## config.mk

```make
export PLATFORM = sky130hd
export DESIGN_NAME = wheel_odometer_with_lap_core
export DESIGN_NICKNAME = d
export VERILOG_FILES = /design/src/rtl/wol_pkg.sv /design/src/rtl/wol_lane.sv /design/src/rtl/wol_merge.sv /design/src/rtl/wheel_odometer_with_lap_core.sv
export SDC_FILE = /design/constraint.sdc
export NUM_CORES = 2
export LEC_CHECK = 0
export BUFFER_PORTS_ARGS = -buffer_cell sky130_fd_sc_hd__buf_2
export CORE_MARGIN = 1
export CORE_UTILIZATION = 35
export DETAILED_ROUTE_END_ITERATION = 10
export GPL_TIMING_DRIVEN = 0
export PLACE_DENSITY_LB_ADDON = 0.25
export SYNTH_ARGS = -nofsm -noshare
export SYNTH_HDL_FRONTEND = slang
export SYNTH_SLANG_ARGS = --single-unit
```

## constraint.sdc

```tcl
create_clock -name clock -period 5.76 [get_ports clock]
set_input_delay 0.576 -clock clock [delete_from_list [all_inputs] [get_ports clock]]
set_output_delay 0.576 -clock clock [all_outputs]
set_load 0.1 [all_outputs]
```

## src/rtl/wol_pkg.sv

```systemverilog
package wol_pkg;

   localparam int INC_W      = 16;
   localparam int CIRC_W     = 16;
   localparam int PROD_W     = 32;
   localparam int DELTA_W    = 33;
   localparam int TOTAL_W    = 48;
   localparam int LAP_W      = 49;
   localparam int REQ_DATA_W = 40;
   localparam int RSP_DATA_W = 136;

   // flags of one input beat, carried alongside the lane products
   typedef struct packed {
      logic reset_request;
      logic buttons_sampled;
      logic start_button;
      logic stop_button;
   } ctrl_type;

   // stage advance strobes from the top level to the merging stage
   typedef struct packed {
      logic acc_enable;
      logic out_enable;
   } stage_en_type;

endpackage

```

## src/rtl/wol_lane.sv

```systemverilog
module wol_lane (
   input  logic                        clock,
   input  logic                        enable,
   input  logic [wol_pkg::CIRC_W-1:0]  circumference,
   input  logic [wol_pkg::INC_W-1:0]   increments,
   output logic [wol_pkg::PROD_W-1:0]  product
);

   logic [wol_pkg::PROD_W-1:0] product_ff;
   logic [wol_pkg::PROD_W-1:0] product_in;

   assign product_in = circumference * increments;

   always_ff @(posedge clock) begin
      if (enable) begin
         product_ff <= product_in;
      end
   end

   assign product = product_ff;

endmodule

```

## src/rtl/wol_merge.sv

```systemverilog
module wol_merge #(
   parameter int SUM_WIDTH = 48
) (
   input  logic                         clock,
   input  logic                         reset,
   input  wol_pkg::stage_en_type        stage_en,
   input  wol_pkg::ctrl_type            ctrl,
   input  logic [wol_pkg::PROD_W-1:0]   prod_left,
   input  logic [wol_pkg::PROD_W-1:0]   prod_right,
   output logic [wol_pkg::DELTA_W-1:0]  delta_distance,
   output logic [wol_pkg::TOTAL_W-1:0]  total_distance,
   output logic [wol_pkg::LAP_W-1:0]    lap_distance,
   output logic                         lap_done,
   output logic                         lap_indicator
);

   localparam int DW = (SUM_WIDTH > wol_pkg::LAP_W) ? SUM_WIDTH : wol_pkg::LAP_W;

   // accumulation stage
   logic [SUM_WIDTH-1:0]         sum_ff, sum_in;
   logic [SUM_WIDTH-1:0]         mark_ff, mark_in;
   logic                         running_ff, running_in;
   logic                         prev_start_ff, prev_start_in;
   logic                         prev_stop_ff, prev_stop_in;
   logic [wol_pkg::DELTA_W-1:0]  delta_ff, delta_in;
   logic                         done_ff, done_in;

   // output stage
   logic [wol_pkg::DELTA_W-1:0]  out_delta_ff;
   logic [wol_pkg::TOTAL_W-1:0]  out_total_ff, out_total_in;
   logic [wol_pkg::LAP_W-1:0]    out_lap_ff, out_lap_in;
   logic                         out_done_ff;
   logic                         out_ind_ff;

   logic [wol_pkg::DELTA_W-1:0]  delta_sum;
   logic [SUM_WIDTH:0]           sum_add;
   logic                         start_edge;
   logic                         stop_edge;
   logic [DW-1:0]                sum_ext;
   logic [DW-1:0]                lap_diff;

   // merge the two lanes
   assign delta_sum = {1'b0, prod_left} + {1'b0, prod_right};

   always_comb begin
      delta_in = ctrl.reset_request ? '0 : delta_sum;
      sum_add  = {1'b0, sum_ff} + (SUM_WIDTH + 1)'(delta_in);
      priority if (ctrl.reset_request) begin
         sum_in = '0;
      end else if (sum_add[SUM_WIDTH]) begin
         sum_in = '1;
      end else begin
         sum_in = sum_add[SUM_WIDTH-1:0];
      end

      // lap edges see the updated total; stop wins over start
      start_edge = ctrl.buttons_sampled && ctrl.start_button && !prev_start_ff;
      stop_edge  = ctrl.buttons_sampled && ctrl.stop_button && !prev_stop_ff;
      mark_in    = start_edge ? sum_in : mark_ff;
      priority if (stop_edge) begin
         running_in = 1'b0;
      end else if (start_edge) begin
         running_in = 1'b1;
      end else begin
         running_in = running_ff;
      end
      done_in       = stop_edge;
      prev_start_in = ctrl.buttons_sampled ? ctrl.start_button : prev_start_ff;
      prev_stop_in  = ctrl.buttons_sampled ? ctrl.stop_button : prev_stop_ff;
   end

   always_ff @(posedge clock) begin
      if (reset) begin
         sum_ff        <= '0;
         mark_ff       <= '0;
         running_ff    <= 1'b0;
         prev_start_ff <= 1'b0;
         prev_stop_ff  <= 1'b0;
      end else if (stage_en.acc_enable) begin
         sum_ff        <= sum_in;
         mark_ff       <= mark_in;
         running_ff    <= running_in;
         prev_start_ff <= prev_start_in;
         prev_stop_ff  <= prev_stop_in;
      end
   end

   always_ff @(posedge clock) begin
      if (stage_en.acc_enable) begin
         delta_ff <= delta_in;
         done_ff  <= done_in;
      end
   end

   // lap subtraction kept out of the accumulator loop
   always_comb begin
      sum_ext      = DW'(sum_ff);
      lap_diff     = sum_ext - DW'(mark_ff);
      out_total_in = sum_ext[wol_pkg::TOTAL_W-1:0];
      out_lap_in   = done_ff ? lap_diff[wol_pkg::LAP_W-1:0] : '0;
   end

   always_ff @(posedge clock) begin
      if (stage_en.out_enable) begin
         out_delta_ff <= delta_ff;
         out_total_ff <= out_total_in;
         out_lap_ff   <= out_lap_in;
         out_done_ff  <= done_ff;
         out_ind_ff   <= running_ff;
      end
   end

   assign delta_distance = out_delta_ff;
   assign total_distance = out_total_ff;
   assign lap_distance   = out_lap_ff;
   assign lap_done       = out_done_ff;
   assign lap_indicator  = out_ind_ff;

endmodule

```

## src/rtl/wheel_odometer_with_lap_core.sv

```systemverilog
// Wheel odometer with lap marker. Each request beat carries one sample period of
// left and right encoder increments; two lanes scale each by the wheel circumference
// in parallel and a merging stage adds them into the period distance and a saturating
// total (units of 1/72000 cm), then resolves lap start and stop edges. One beat is
// taken every cycle while the response side drains; a result passes three register
// stages (lane multiply, accumulate, lap subtraction into the output register) and is
// offered from the output register. A stalled response holds the whole pipeline and
// with it the request side. The total add-and-saturate feedback loop through sum_ff
// is what sets the one beat per cycle figure. Write the circumference on the csr
// channel only while no beat is in flight.
module wheel_odometer_with_lap_core #(
   parameter int SUM_WIDTH = 48
) (
   input  logic                             clock,
   input  logic                             reset,
   // csr write channel: wheel circumference in cm
   input  logic                             csr_valid,
   output logic                             csr_ready,
   input  logic [wol_pkg::CIRC_W-1:0]       csr_data,
   // request: [15:0] left_increments, [31:16] right_increments, [32] reset_request,
   // [33] start_button, [34] stop_button, [39:35] zero
   input  logic                             req_tvalid,
   output logic                             req_tready,
   input  logic [wol_pkg::REQ_DATA_W-1:0]   req_tdata,
   // request user: [0] buttons_sampled
   input  logic                             req_tuser,
   // response: [32:0] delta_distance, [80:33] total_distance, [129:81] lap_distance,
   // [130] lap_indicator, [135:131] zero
   output logic                             rsp_tvalid,
   input  logic                             rsp_tready,
   output logic [wol_pkg::RSP_DATA_W-1:0]   rsp_tdata,
   // response user: [0] lap_done
   output logic                             rsp_tuser
);

   logic [wol_pkg::CIRC_W-1:0]   circ_ff;
   logic                         v1_ff, v2_ff, v3_ff;
   wol_pkg::ctrl_type            ctrl_ff, ctrl_in;
   wol_pkg::stage_en_type        stage_en;
   logic                         advance;
   logic                         lane_enable;
   logic [wol_pkg::PROD_W-1:0]   prod_left, prod_right;
   logic [wol_pkg::DELTA_W-1:0]  delta_distance;
   logic [wol_pkg::TOTAL_W-1:0]  total_distance;
   logic [wol_pkg::LAP_W-1:0]    lap_distance;
   logic                         lap_done;
   logic                         lap_indicator;

   assign csr_ready = 1'b1;

   always_ff @(posedge clock) begin
      if (reset) begin
         circ_ff <= '0;
      end else if (csr_valid) begin
         circ_ff <= csr_data;
      end
   end

   // whole pipeline moves unless the response register is full and stalled
   assign advance     = !v3_ff || rsp_tready;
   assign req_tready  = advance;
   assign lane_enable = advance && req_tvalid;
   assign stage_en.acc_enable = advance && v1_ff;
   assign stage_en.out_enable = advance && v2_ff;

   always_comb begin
      ctrl_in.reset_request   = req_tdata[32];
      ctrl_in.buttons_sampled = req_tuser;
      ctrl_in.start_button    = req_tdata[33];
      ctrl_in.stop_button     = req_tdata[34];
   end

   always_ff @(posedge clock) begin
      if (reset) begin
         v1_ff <= 1'b0;
         v2_ff <= 1'b0;
         v3_ff <= 1'b0;
      end else if (advance) begin
         v1_ff <= req_tvalid;
         v2_ff <= v1_ff;
         v3_ff <= v2_ff;
      end
   end

   always_ff @(posedge clock) begin
      if (lane_enable) begin
         ctrl_ff <= ctrl_in;
      end
   end

   wol_lane u_lane_left (
      .clock         (clock),
      .enable        (lane_enable),
      .circumference (circ_ff),
      .increments    (req_tdata[15:0]),
      .product       (prod_left)
   );

   wol_lane u_lane_right (
      .clock         (clock),
      .enable        (lane_enable),
      .circumference (circ_ff),
      .increments    (req_tdata[31:16]),
      .product       (prod_right)
   );

   wol_merge #(
      .SUM_WIDTH (SUM_WIDTH)
   ) u_merge (
      .clock          (clock),
      .reset          (reset),
      .stage_en       (stage_en),
      .ctrl           (ctrl_ff),
      .prod_left      (prod_left),
      .prod_right     (prod_right),
      .delta_distance (delta_distance),
      .total_distance (total_distance),
      .lap_distance   (lap_distance),
      .lap_done       (lap_done),
      .lap_indicator  (lap_indicator)
   );

   assign rsp_tvalid = v3_ff;
   assign rsp_tdata  = {5'b0, lap_indicator, lap_distance, total_distance, delta_distance};
   assign rsp_tuser  = lap_done;

endmodule

```

# Word level (Yosys, flattened, before mapping)
# Index checks and enable logic that the tools add are counted.
# word_totals
elab_cells	47
in_bits	62
reg_bits	352
# classes
reduce_logical	15
mux	5
mul	2
n_addsub	3
# op_table
cell	count
$mux 48	2
$mul 16x16->32	2
$add 48x33->49	1
$sub 48x48->49	1
$add 32x32->33	1
$mux 33	1
$logic_and 1x1->1	7
$reduce_and 2->1	3
$logic_not 1->1	3
$mux 1	2
$reduce_bool 2->1	1
$logic_or 1x1->1	1

# Logic depth before layout (Yosys ltp)
# depth
word_depth	5
depth_mapped	24

# Modules after synthesis
# A second synthesis with hierarchy kept.
# unflattened
cells_unflattened	3747
area_unflattened_um2	35459.0
# modules_own_cells
mod	cells_each	instances	area_each_um2	seq_area_each_um2
wol_merge	1633	1	15587.4	6966.7
wol_lane at u_lane_left	1026	1	9536.6	960.9
wol_lane at u_lane_right	1008	1	9436.6	960.9
wheel_odometer_with_lap_core	80	1	898.4	500.5

# Worst setup path before layout
# OpenSTA, ideal clock, no wires.
# synth_path
path_type	input to register
from	input req_tdata[23] (netlist name)
to	register u_lane_right.product_ff (netlist bit u_lane_right.product[30]) (data pin)
n_path_buf	1
cell_stages	23
setup_time_ps	258
t_arrival_ps	6074
slack_ps	-571
path_cell_list	clkbuf_1 -> nand2_1 -> fa_1 -> inv_1 -> fa_1 -> inv_1 -> fa_1 -> inv_1 -> fa_1 -> fa_1 -> inv_1 -> fa_1 -> inv_1 -> ha_1 -> a21o_1 -> or3_1 -> o211ai_1 -> nor2_1 -> nor4_1 -> or3_1 -> nand4b_1 -> a21oi_1 -> xnor2_1
# synth_via
elab_chain_len	1
# synth_lines
item	line_no	text
start: declaration	wheel_odometer_with_lap_core.sv:24	input logic [wol_pkg::REQ_DATA_W-1:0] req_tdata,
$mul 16x16->32	wol_lane.sv:12	assign product_in = circumference * increments;
named net u_lane_right.product_in (one bit)	wol_lane.sv:10	logic [wol_pkg::PROD_W-1:0] product_in;
end signal: assignment	wol_lane.sv:16	product_ff <= product_in;
end: declaration	wol_lane.sv:9	logic [wol_pkg::PROD_W-1:0] product_ff;
# The timed path passes the listed nets, and every way through them passes these cells.
# A chain may end at the register's enable or synchronous reset.

# Worst setup path after layout
# layout_path
from	register circ_ff[3] (netlist name)
to	register u_lane_left.product_ff (netlist bit u_lane_left.product[28]) (data pin)
# layout_via
elab_chain_len	1
# layout_lines
item	line_no	text
start: declaration	wheel_odometer_with_lap_core.sv:36	logic [wol_pkg::CIRC_W-1:0] circ_ff;
start signal: assignment	wheel_odometer_with_lap_core.sv:55	circ_ff <= csr_data;
$mul 16x16->32	wol_lane.sv:12	
named net u_lane_left.product_in (one bit)	wol_lane.sv:10	
end signal: assignment	wol_lane.sv:16	
end: declaration	wol_lane.sv:9	
# The timed path passes the listed nets, and every way through them passes these cells.

==> results.py <==
metrics = {
    "timing": {
        "worstMarginPinSlew_ns": 1.12,
        "rsz0062_at_grt": "yes",
        "setup_viol": 19,
        "slew_viol_final": 0,
        "worst_slack_ns": -0.550,
        "max-slew-margin-rel_pct": 25.3,
        "setup_tns_ns": -5.56,
        "fin_crit_sh_pct": 110,
        "hold_slack_ns": 0.197,
        "fin_worst_skew_ns": 0.0382,
        "fmax_ghz": 0.158,
        "fin_crit_ns": 6.31,
        "finalHoldViolCount": 0,
    },
    "finish": {
        "final_layout_size_suffix_gt1_share_pct": 16.4,
        "syn2layout_area_growth_pct": 19.3,
        "nFillCells": 9723,
        "nets": 4742,
        "design_area_um2": 41500,
        "seq_area_um2": 9450,
        "final_util_pct": 42.2,
        "multi_input_area_um2": 23800,
    },
    "yosys": {
        "synth_seq_cells": 352,
        "synthCells": 3647,
        "async_flop_share_pct": 0,
        "synth-main-ff-cell": "edfxtp_1",
        "synth.distinct_cells": 84,
        "yosys_warnings": 0,
        "synth_edf_count": 234,
        "ys_seq_area_share_pct": 27.0,
        "postSynthAreaPerCell_um2": 9.53,
        "syn_area_um2": 34800,
    },
    "floorplan": {
        "num_rows": 115,
        "start_util_pct": 35.3,
        "coreArea_um2": 98400,
        "die_height_um": 317,
        "die-area_um2": 101000,
        "die_w_um": 317,
        "io_pins": 202,
    },
    "pwr": {
        "power_mw": 15.2,
        "cellPowerDensity_nw_per_um2": 367,
        "ir_worst_vdd_mv": 0.210,
        "leakagePower_nw": 19.0,
    },
    "cts": {
        "cts_buffers": 43,
        "root_buffer": "clkbuf_16",
        "clk-insertion-delay-late_ns": 0.60,
        "clk_pin_slew_worst_paths_ns": 0.06,
        "clock-sinks": 352,
        "cts_buffer_depth": 3,
        "cts_tree": "built",
        "htreeDepth": 2,
    },
    "route": {
        "antenna_left": 0,
        "drt_iter0_drc": 1475,
        "drc": 0,
        "drt-total-wl_mm": 103,
        "vias_per_cell": 4.97,
        "wl_per_cell_um": 19.4,
        "first_pass_iters": 7,
        "num_vias": 26300,
    },
    "critical_path": {
        "worst-setup-path-type": "register to register",
        "crit_top_cell": "fa_1",
        "crit_start": "circ_ff[3]$_SDFFE_PP0P_",
        "r2r-start": "circ_ff[3]$_SDFFE_PP0P_",
        "start_kind": "register",
        "slowest_stage": "fa_1",
        "slowest_delay_ns": 0.54,
        "cp.arrival_ns": 6.64,
        "crit_path_end_kind": "register",
        "worstPathCellList": "buf_8 -> and2_1 -> fa_1 -> fa_1 -> fa_1 -> fa_1 -> fa_1 -> inv_1 -> fa_1 -> inv_2 -> ha_4 -> a21o_1 -> a21o_1 -> a221oi_2 -> nand3_2 -> a31o_4 -> a21o_1 -> and2_4 -> o21ai_4 -> nor2b_4 -> xnor2_2",
        "crit_fanout": 10,
        "cp_data_required_time_ns": 6.09,
    },
    "global_routing": {
        "grt_pass1_vias": 26700,
        "overflow": 0,
        "grt_pass1_wl_mm": 156,
        "antenna_found_initial": 6,
        "grt_max_degree": 70,
        "use_met2_pct": 35.0,
        "gr-usage-met1_pct": 25.6,
        "grt_busiest_layer": "met2",
        "met3_usage_pct": 3.85,
        "grt_usage_pct": 20.4,
    },
    "hold_path": {
        "hold_class": "input port to register",
        "hp-start": "req_tdata[32]",
    },
    "placement": {
        "dpl-instance-area_um2": 37800,
        "port_buffers": 189,
        "dp_hpwl_mm": 82.2,
        "place.gp.congestion": 0.904,
    },
    "run_status": {
        "status": "complete, but fails checks",
        "violations": "setup timing",
    },
    "flow_run": {
        "max_cap_viol_count": 0,
    },
}
[worst paths after layout]
check / depth (start not counted) / to / slack [ns]
worst max register to register: 21 / u_lane_left.product[28]$_DFFE_PP_ / -0.55
worst min-delay path: 1 / ctrl_ff[3]$_DFFE_PP_ / 0.20
worst min register to register: 0 / u_merge.delta_distance[1]$_DFFE_PP_ / 0.42
worst max-delay path: 21 / u_lane_left.product[28]$_DFFE_PP_ / -0.55
[metrics by stage]
step / setup slack (ns) / instances
global placement: -1.49 / 5127
detailed placement: -1.53 / 5130
floorplan: -0.170 / 3651
global route: -0.757 / 5292
CTS: -0.538 / 5262
finish: -0.550 / 5292
[sequential cells by signal (all words and copies together) (netlist names)]
signal	cells
u_merge.lap_distance	49
u_merge.mark_ff	48
u_merge.out_total_in	48
u_merge.total_distance	48
u_merge.delta_distance	33
u_merge.delta_ff	33
u_lane_left.product	32
u_lane_right.product	32
circ_ff	16
ctrl_ff	4
rsp_tvalid	1
u_merge.done_ff	1
u_merge.lap_done	1
u_merge.lap_indicator	1
u_merge.prev_start_ff	1
u_merge.prev_stop_ff	1
u_merge.running_ff	1
v1_ff	1
v2_ff	1
[layout by cell type, fill, tap and decap left out, drive strengths merged, types with 7 or more instances in the layout]
| cell | netlist | final |
|---|---|---|
| or2 | 7 | 7 |
| a2111oi | 8 | 8 |
| a211oi | 29 | 29 |
| o21bai | 25 | 25 |
| inv | 535 | 542 |
| fa | 391 | 391 |
| nor4 | 10 | 10 |
| o31ai | 7 | 7 |
| nand2 | 429 | 429 |
| a21oi | 173 | 173 |
| dfxtp | 118 | 118 |
| xor2 | 51 | 51 |
| a31oi | 17 | 17 |
| xnor2 | 99 | 99 |
| nor2 | 203 | 204 |
| and3 | 29 | 29 |
| nand3 | 33 | 33 |
| edfxtp | 234 | 234 |
| o22ai | 14 | 14 |
| mux2i | 18 | 18 |
| o21ai | 148 | 148 |
| a22o | 17 | 17 |
| a21o | 81 | 81 |
| clkbuf | 130 | 187 |
| nand4 | 19 | 19 |
| and2 | 263 | 263 |
| o21a | 24 | 24 |
| buf | 18 | 299 |
| o211ai | 19 | 19 |
| nor2b | 24 | 24 |
| nand2b | 23 | 23 |
| or3 | 12 | 12 |
| nor3 | 35 | 35 |
| ha | 321 | 321 |
[what timing repair did]
action	CTS	global route
setup buffers	53	31
endpoints found under the hold margin	0	0
resized for setup	274	107
setup endpoints to repair	134	127
pin swaps	46	79
cloned	0	1
hold buffers	0	0
[synthesized netlist by cell type (all sizes together) (24+ instances only)]
cell type	instances	area, um^2
a211oi	29	243
a21o	81	608
a21oi	173	873
and2	263	1650
and3	29	186
clkbuf	130	488
dfxtp	118	2360
edfxtp	234	7030
fa	391	7830
ha	321	4020
inv	535	2010
nand2	429	1610
nand3	33	165
nor2	203	764
nor2b	24	150
nor3	35	180
o21a	24	180
o21ai	148	744
o21bai	25	188
xnor2	99	867
xor2	51	447
[logic make-up (layout without fill, tap and decap cells)]
kind of cell,after synthesis,count (layout),synth area share [%]
simple gates,1103,1104,15.2
fa+ha+maj,712,712,34.1
buf+inv,684,1035,7.56
compound gates,626,626,11.8
flops,352,352,27.0
xor+xnor,150,150,3.78
mux,18,18,0.518
other cells,2,8,0.0216
[layout make-up]
| cell class | count | area share (%) |
|---|---|---|
| Timing Repair Buffer | 275 | 4.16 |
| Clock inverter | 13 | 0.537 |
| Antenna cell | 2 | 0.0121 |
| Buffer | 144 | 3.25 |
| Clock buffer | 67 | 3.19 |
| Tap cell | 1287 | 3.88 |
| Sequential cell | 352 | 22.8 |
| Multi-Input combinational cell | 2616 | 57.4 |
| Inverter | 536 | 4.85 |
[layer usage]
layer  vias up  share of wire, %
met4         8               3.5
met1     12700                43
met3       199               5.7
met2       724                48
li1      12700                 -
met5         -             0.049
[worst max-delay path, delay by kind of cell (launching register included)]
kind,cells,cell delay (ns)
compound gates,6,1.27
xor+xnor,1,0.10
fa+ha+maj,7,3.26
buf+inv,3,0.26
flops,1,0.42
simple gates,4,0.73
[where the power goes]
group          switching (mW)  internal [mW]
logic                    5.24           3.63
registers               0.164           3.25
clock network            1.15           1.79
total                    6.55           8.67
(Power assumes the default switching activity.)
